**config.mk**
```make
export PLATFORM = sky130hd
export DESIGN_NAME = sgi_cell
export DESIGN_NICKNAME = d
export VERILOG_FILES = /design/src/sv/segment_intersection_2d_unit_assert.svh /design/src/sv/sgi_pkg.sv /design/src/sv/sgi_cell.sv
export SDC_FILE = /design/constraint.sdc
export NUM_CORES = 1
export LEC_CHECK = 0
export BUFFER_PORTS_ARGS = -buffer_cell sky130_fd_sc_hd__buf_2
export CAP_MARGIN = 25
export CORE_AREA = 2 2 316 318
export CTS_BUF_LIST = sky130_fd_sc_hd__clkbuf_2
export DETAILED_ROUTE_END_ITERATION = 12
export DIE_AREA = 0 0 318 320
export GPL_ROUTABILITY_DRIVEN = 1
export RECOVER_POWER = 50
export SYNTH_ARGS = -nofsm -noshare
export SYNTH_HDL_FRONTEND = slang
export SYNTH_SLANG_ARGS = --single-unit
```
**constraint.sdc**
```tcl
create_clock -name clk -period 7.8 [get_ports clk]
set_input_delay 1.56 -clock clk [delete_from_list [all_inputs] [get_ports clk]]
set_output_delay 1.56 -clock clk [all_outputs]
set_load 0.005 [all_outputs]
```
**src/sv/segment_intersection_2d_unit_assert.svh**
```systemverilog
// Assertion macros for the segment intersection block
`ifndef SEGMENT_INTERSECTION_2D_UNIT_ASSERT_SVH
`define SEGMENT_INTERSECTION_2D_UNIT_ASSERT_SVH
`define SGI_ASSERT_IMP(label, clk, rst_n, a, c) \
  label: assert property (@(posedge clk) disable iff (!rst_n) (a) |-> (c)) \
    else $error("assertion failed");
`define SGI_ASSERT_NXT(label, clk, rst_n, a, c) \
  label: assert property (@(posedge clk) disable iff (!rst_n) (a) |=> (c)) \
    else $error("assertion failed");
`define SGI_ASSERT_RST(label, clk, rst_n, c) \
  label: assert property (@(posedge clk) !rst_n |=> (c)) \
    else $error("assertion failed");
`endif

```
**src/sv/sgi_pkg.sv**
```systemverilog
// Shared widths, types and helpers for the segment intersection block
`default_nettype none
package sgi_pkg;
  localparam int CB   = 32;
  localparam int FW   = 32;
  localparam int DW   = CB + 1;
  localparam int XW   = 2 * DW + 1;
  localparam int PW   = 2 * DW;
  localparam int MW   = 3 * DW;
  localparam int QW   = CB + 3;
  localparam int RW   = 2 * DW + QW;
  localparam int QIW  = $clog2(QW);

  typedef struct packed {
    logic                 valid;
    logic                 hit;
    logic                 neg_x;
    logic                 neg_y;
    logic signed [CB-1:0] ax;
    logic signed [CB-1:0] ay;
    logic [PW-1:0]        den;
    logic [RW-1:0]        rem_x;
    logic [RW-1:0]        rem_y;
    logic [QW-1:0]        q_x;
    logic [QW-1:0]        q_y;
  } cell_t;

  function automatic logic signed [DW-1:0] sx(input logic [FW-1:0] v);
    sx = {v[CB-1], v[CB-1:0]};
  endfunction

  function automatic logic [XW-1:0] absx(input logic signed [XW-1:0] v);
    absx = v[XW-1] ? XW'(-v) : XW'(v);
  endfunction

  function automatic logic in_unit(input logic signed [XW-1:0] n,
                                   input logic signed [XW-1:0] d);
    if (n == '0) in_unit = 1'b1;
    else if (n[XW-1] != d[XW-1]) in_unit = 1'b0;
    else in_unit = absx(n) <= absx(d);
  endfunction
endpackage
`default_nettype wire

```
**src/sv/sgi_cell.sv**
```systemverilog
// One restoring division cell: one quotient bit for both lanes
`default_nettype none
module sgi_cell import sgi_pkg::*; (
  input  wire logic           clk,
  input  wire logic           rst_n,
  input  wire logic           adv,
  input  wire logic [QIW-1:0] idx,
  input  wire cell_t          d,
  output cell_t               q
);
  logic [RW-1:0] dsh;
  logic          valid_r;
  cell_t         q_r;
  cell_t         q_nxt;

  assign dsh = RW'(d.den) << idx;

  always_comb begin
    q_nxt = d;
    if (dsh <= d.rem_x) begin
      q_nxt.rem_x = d.rem_x - dsh;
      q_nxt.q_x   = d.q_x | (QW'(1) << idx);
    end
    if (dsh <= d.rem_y) begin
      q_nxt.rem_y = d.rem_y - dsh;
      q_nxt.q_y   = d.q_y | (QW'(1) << idx);
    end
  end

  always_ff @(posedge clk) begin
    if (!rst_n) valid_r <= 1'b0;
    else if (adv) valid_r <= q_nxt.valid;
  end

  always_ff @(posedge clk) begin
    if (adv) begin
      q_r <= q_nxt;
    end
  end

  always_comb begin
    q       = q_r;
    q.valid = valid_r;
  end
endmodule
`default_nettype wire

```
==> impl_metrics.json, run 1 <==
{
  "status": "finished, violations left",
  "violations": "max-capacitance violations, max-slew violations",
  "reg2reg_from": "valid_r",
  "vias": 33691,
  "cp.arrival_ns": 7.63,
  "crit_cells": 2,
  "synth_most_common_cell": "nand2_1",
  "cpPeakStageDelay_ns": 4.30,
  "yosysTopAreaCell": "edfxtp_1",
  "cp-end-kind": "register",
  "syn_inst": 3635,
  "final_antenna_net_count": 0,
  "path_delay_family": "buffers and inverters",
  "synth_common_cells": "nand2_1, a21oi_1, edfxtp_1, nor2_1, o21ai_0",
  "rsz0062_at_grt": "no",
  "ys_types": 98,
  "die_h_um": 320,
  "clockRootBuffer": "clkbuf_2",
  "syn_avg_cell_area_sq_um": 9.02,
  "p_total_mw": 8.36,
  "initial_core_util": 0.335,
  "drv_cap": 1,
  "crit_path_start": "adv",
  "tightest_slew_ns": 6.31,
  "drtPass1Iterations": 5,
  "worstPathRequired_ns": 8.72,
  "clk_latency_ns": 1.34,
  "ff2ff_setup_slack_ns": 7.20,
  "synthToLayoutAreaGrowth_pct": 23.1,
  "fin_nets": 5216,
  "synth-seq-area-share": 0.372,
  "cts_hold_buf": 0,
  "die_area_sq_mm": 0.102,
  "drtIter0Drc": 2969,
  "r2r_cells": 2,
  "netlist.area_leader.share": 0.371,
  "post-cts-setup-buffer-count": 0,
  "endpoint": "q[144]",
  "ir_drop_mv": 0.0983,
  "pwr_density_cell_mw_per_mm2": 207,
  "slowest_stage": "clkbuf_1",
  "cts_max_path_buffers": 3,
  "netlist_area_sq_mm": 0.0328,
  "grt_max_degree": 136,
  "crit_chain": "clkbuf_1 > clkbuf_2",
  "cts_tree": "built",
  "wl_per_cell_um": 25.5,
  "via_per_inst": 5.65,
  "grt_pass1_vias": 32516,
  "detail_route.wirelength_um": 152000,
  "r2r_end": "valid_r",
  "drc": 0,
  "ys_async_sr_fraction": 0,
  "synth_edf_count": 405,
  "timing.fmax_mhz": 149,
  "slew_viol_final": 96,
  "hold_violations": 0,
  "synth_fp_nets": 4264,
  "fin_tns_setup_ns": 0,
  "drive_above_1_share": 0.269,
  "synthTopCellsByArea": "edfxtp_1, ha_1, a21oi_1, nand2_1, o21ai_0",
  "grt_use_total": 0.286,
  "crit_path_max_fanout": 95,
  "min_path_type": "in2reg",
  "hpwl_um": 127000,
  "die_x_um": 318,
  "p_leak_nw": 17.3,
  "clkTransAtPathRegs_ns": 0.10,
  "maxSlewHeadroom": -3.20,
  "critPathBufInv": 2,
  "core_area_sq_mm": 0.0980,
  "row_count": 115,
  "finalSetupViolCount": 0,
  "htreeDepth": 3,
  "clock_skew_ns": 0,
  "setup.worst_path.class": "in2reg",
  "io_pins": 821,
  "start_kind": "input pin",
  "grt_first_pass_wirelength_um": 215000,
  "cts_resized": 0,
  "clock_sinks": 406,
  "port_buffers": 820,
  "yosys_warnings": 0,
  "place_congestion": 1.02,
  "finalCritPeriodShare": 0.861,
  "cts_buffers": 111,
  "overflow": 0,
  "final.min_clock_period_ns": 6.71,
  "synth-main-ff-cell": "edfxtp_1",
  "ys_ff_latch": 406,
  "antenna_found_initial": 40
}
## kinds of logic (layout without fill, tap and decap cells)
kind of cell / after synthesis / in the layout / share of synthesized area
compound gates: 1215 / 1215 / 0.231
xor+xnor: 177 / 177 / 0.0473
fa+ha+maj: 214 / 214 / 0.0821
buf+inv: 290 / 1313 / 0.0364
flops: 406 / 406 / 0.372
mux: 171 / 171 / 0.0724
other cells: 0 / 15 / 0
simple gates: 1162 / 1162 / 0.159
## worst min-delay path by stage
stage / start / end / slack (ns) / depth (start not counted)
6_report: d[367] / q[367] / 0.40 / 1
5_1_grt: d[355] / q[355] / 0.26 / 1
4_1_cts: d[367] / q[367] / 0.22 / 1
3_5_place_dp: valid_r / valid_r / 0.51 / 2
3_3_place_gp: valid_r / valid_r / 0.49 / 2
2_1_floorplan: valid_r / valid_r / 0.48 / 2
## power breakdown
| part | switching (mW) | internal, mW |
|---|---|---|
| clock | 0.981 | 0.577 |
| sequential | 0.133 | 2.82 |
| combinational | 2.36 | 1.49 |
| total | 3.47 | 4.89 |
## placed cells by master, fill, tap and decap left out, types with 73 or more instances in the layout
cell type / n
a21o_1: 161
a21oi_1: 406
buf_2: 701
buf_4: 214
clkbuf_1: 117
clkbuf_2: 157
edfxtp_1: 405
ha_1: 212
inv_1: 79
mux2i_1: 93
nand2_1: 497
nand4_1: 77
nor2_1: 308
o21ai_0: 290
xnor2_1: 104
xor2_1: 73
## routing by layer
metal / part of all wire / track usage
met2: 0.46 / 0.468
met1: 0.40 / 0.353
met5: 0.0015 / 0
met4: 0.055 / 0.144
met3: 0.084 / 0.0672
## metrics by stage
step,std cells,hold slack (ns),utilization,setup WS (ns),cell area (sq um)
floorplan,3635,0.484,-,1.15,32800
global placement,5758,0.493,0.403,0.247,39500
detailed placement,5761,0.511,0.403,0.316,39500
CTS,5945,0.223,0.413,1.77,40500
global route,5953,0.263,0.412,0.675,40300
finish,5960,0.398,0.412,1.09,40300
## registers in the layout (all words and copies together) (netlist names)
register  flops
q           405
valid_r       1
## area by class of cell
type	count	area, sq um
Inverter	82	308
Clock inverter	28	170
Timing Repair Buffer	1047	5830
Tap cell	1287	1610
Multi-Input combinational cell	2939	19400
Clock buffer	156	781
Antenna cell	15	37.5
Sequential cell	406	12200
Fill cell	10132	57600
(Power assumes the default switching activity.)
==> run 2, diff against run 1 <==
--- a/config.mk
+++ b/config.mk
@@ -5,12 +5,12 @@
 export SDC_FILE = /design/constraint.sdc
 export NUM_CORES = 1
 export LEC_CHECK = 0
-export BUFFER_PORTS_ARGS = -buffer_cell sky130_fd_sc_hd__buf_2
 export CAP_MARGIN = 25
 export CORE_AREA = 2 2 316 318
 export CTS_BUF_LIST = sky130_fd_sc_hd__clkbuf_2
 export DETAILED_ROUTE_END_ITERATION = 12
 export DIE_AREA = 0 0 318 320
+export DONT_BUFFER_PORTS = 1
 export GPL_ROUTABILITY_DRIVEN = 1
 export RECOVER_POWER = 50
 export SYNTH_ARGS = -nofsm -noshare
==> run 2 against run 1 <==
The flow finishes with violations (max-slew violations). Global-route usage down 0.91 points. Worst hold slack worse by 0.13 ns. Setup slack better by 0.47 ns. Die area unchanged. Core utilization down 4.8 points. Total power down 4.7%. Via count down 11%. Register-to-register slack worse by 0.08 ns. Flip-flop and latch count unchanged. Critical path type unchanged. Largest power group unchanged. Highest routed layer unchanged.
==> impl_metrics.json, run 2 (synthesis results as in run 1) <==
{
  "status": "finished, violations left",
  "violations": "max-slew violations",
  "grt_max_degree": 407,
  "ir_drop_mv": 0.109,
  "initial_core_util": 0.335,
  "fin_nets": 4287,
  "clock_sinks": 406,
  "row_count": 115,
  "cts_hold_buf": 0,
  "place_congestion": 1.01,
  "grt_first_pass_wirelength_um": 205000,
  "cts_buffers": 108,
  "finalCritPeriodShare": 0.801,
  "antenna_found_initial": 10,
  "swShare": 0.406,
  "port_buffers": 0,
  "pwr_density_cell_mw_per_mm2": 223,
  "clock_skew_ns": 0,
  "largest_register_ffs": 405,
  "p_sw_mw": 3.23,
  "crit_path_max_fanout": 75,
  "drv_cap": 0,
  "drtIter0Drc": 2842,
  "holdPathStages": 0,
  "hpwl_um": 121000,
  "slew_viol_final": 240,
  "cts_max_path_buffers": 3,
  "vias": 30006,
  "slowest_stage": "mux2i_1",
  "p_leak_nw": 13.9,
  "drive_above_1_share": 0.121,
  "critPathBufInv": 1,
  "reg2reg_from": "valid_r",
  "start_kind": "input pin",
  "crit_cells": 19,
  "p_comb_frac": 0.392,
  "die_h_um": 320,
  "p_seq_frac": 0.387,
  "fin_tns_setup_ns": 0,
  "post-cts-setup-buffer-count": 0,
  "overflow": 0,
  "hold_violations": 0,
  "final_antenna_net_count": 0,
  "crit_path_start": "idx[0]",
  "synthToLayoutAreaGrowth_pct": 8.87,
  "finalSetupViolCount": 0,
  "path_delay_family": "compound AO/OA/AOI/OAI gates",
  "crit_chain": "mux4_2 > nand2_1 > nand2_1 > o21ai_0 > mux2i_1 > mux2i_1 > ha_1 > and4_1 > and3_1 > o311ai_0 > buf_4 > a2111oi_0 > o31ai_1 > o211ai_1 > o22ai_1 > o21ai_2 > a21oi_1 > xnor2_1 > a21oi_1",
  "cts_resized": 0,
  "clk_latency_ns": 1.31,
  "p_int_mw": 4.73,
  "htreeDepth": 3,
  "cpPeakStageDelay_ns": 0.85,
  "timing.fmax_mhz": 160,
  "tightest_slew_ns": 2.79,
  "r2r_cells": 2,
  "min_path_type": "in2reg",
  "die_x_um": 318,
  "clkTransAtPathRegs_ns": 0.10,
  "power_frac_clock": 0.221,
  "worstPathRequired_ns": 8.86,
  "maxSlewHeadroom": -0.862,
  "hold_slack_ns": 0.272,
  "cts_tree": "built",
  "drtPass1Iterations": 6,
  "core_area_sq_mm": 0.0980,
  "detail_route.wirelength_um": 148000,
  "clockRootBuffer": "clkbuf_2",
  "min_from": "d[351]",
  "cp.arrival_ns": 7.31,
  "rsz0062_at_grt": "no",
  "via_per_inst": 5.96,
  "setup.worst_path.class": "in2reg",
  "wl_per_cell_um": 29.4,
  "final_common_cell": "nand2_1",
  "grt_pass1_vias": 28407,
  "die_area_sq_mm": 0.102,
  "final_cell_mix": "nand2_1, a21oi_1, edfxtp_1, nor2_1, o21ai_0",
  "drc": 0,
  "final.min_clock_period_ns": 6.24,
  "io_pins": 821,
  "grt_use_total": 0.277,
  "cp-end-kind": "register"
}
run 2: cell types whose count changed in the layout (fill, tap and decap cells not counted), sizes merged:
| cell | before | now |
|---|---|---|
| clkdlybuf4s15 | 1 | 0 |
| inv | 84 | 85 |
| clkbuf | 274 | 147 |
| buf | 928 | 121 |
| clkinvlp | 2 | 0 |
| bufinv | 1 | 7 |
| clkinv | 23 | 33 |
| diode | 15 | 10 |
run 2: worst register-to-register path: cells and delay by family, from the launching register on:
kind / cells / cell delay, ns
flip-flops: 1 / 0.36
AND/OR/NAND/NOR: 1 / 0.18
multiplexers: 1 / 0.08
run 2: final cells by class:
class | count | area [sq um]
Clock inverter | 43 | 380
Antenna cell | 10 | 25.0
Fill cell | 10026 | 62300
Timing Repair Buffer | 121 | 1010
Clock buffer | 147 | 736
Inverter | 82 | 308
Multi-Input combinational cell | 2939 | 19400
Sequential cell | 406 | 12200
Tap cell | 1287 | 1610
run 2: path summary, 6_finish.rpt:
kind                  end  slack [ns]
setup / recovery   q[148]        1.56
setup reg to reg  valid_r        7.12
hold reg to reg   valid_r        0.56
hold / removal     q[351]        0.27
run 2: power by group through the flow:
stage | Sequential (mW) | Combinational (mW) | Clock [mW]
final | 3.08 | 3.12 | 1.76
after global routing | 3.10 | 3.37 | 1.93
after CTS | 3.08 | 3.06 | 1.82
after detailed placement | 3.13 | 3.04 | 0
after global placement | 3.13 | 3.04 | 0
after floorplan | 2.98 | 2.11 | 0
run 2: per-layer routing:
layer	GRT usage	routed length, um
met5	0	39
met4	0.120	6660
met3	0.0836	13500
met2	0.462	69500
met1	0.330	58000
run 2: stage by stage:
step,util,setup slack [ns],instances,power [mW],instance area (sq um)
after floorplan,-,1.15,3635,5.09,32800
after global placement,0.352,0.433,4833,6.17,34500
after detailed placement,0.353,0.520,4835,6.17,34500
after CTS,0.364,1.98,5025,7.97,35700
after global routing,0.364,1.60,5031,8.41,35700
final,0.364,1.56,5035,7.97,35700
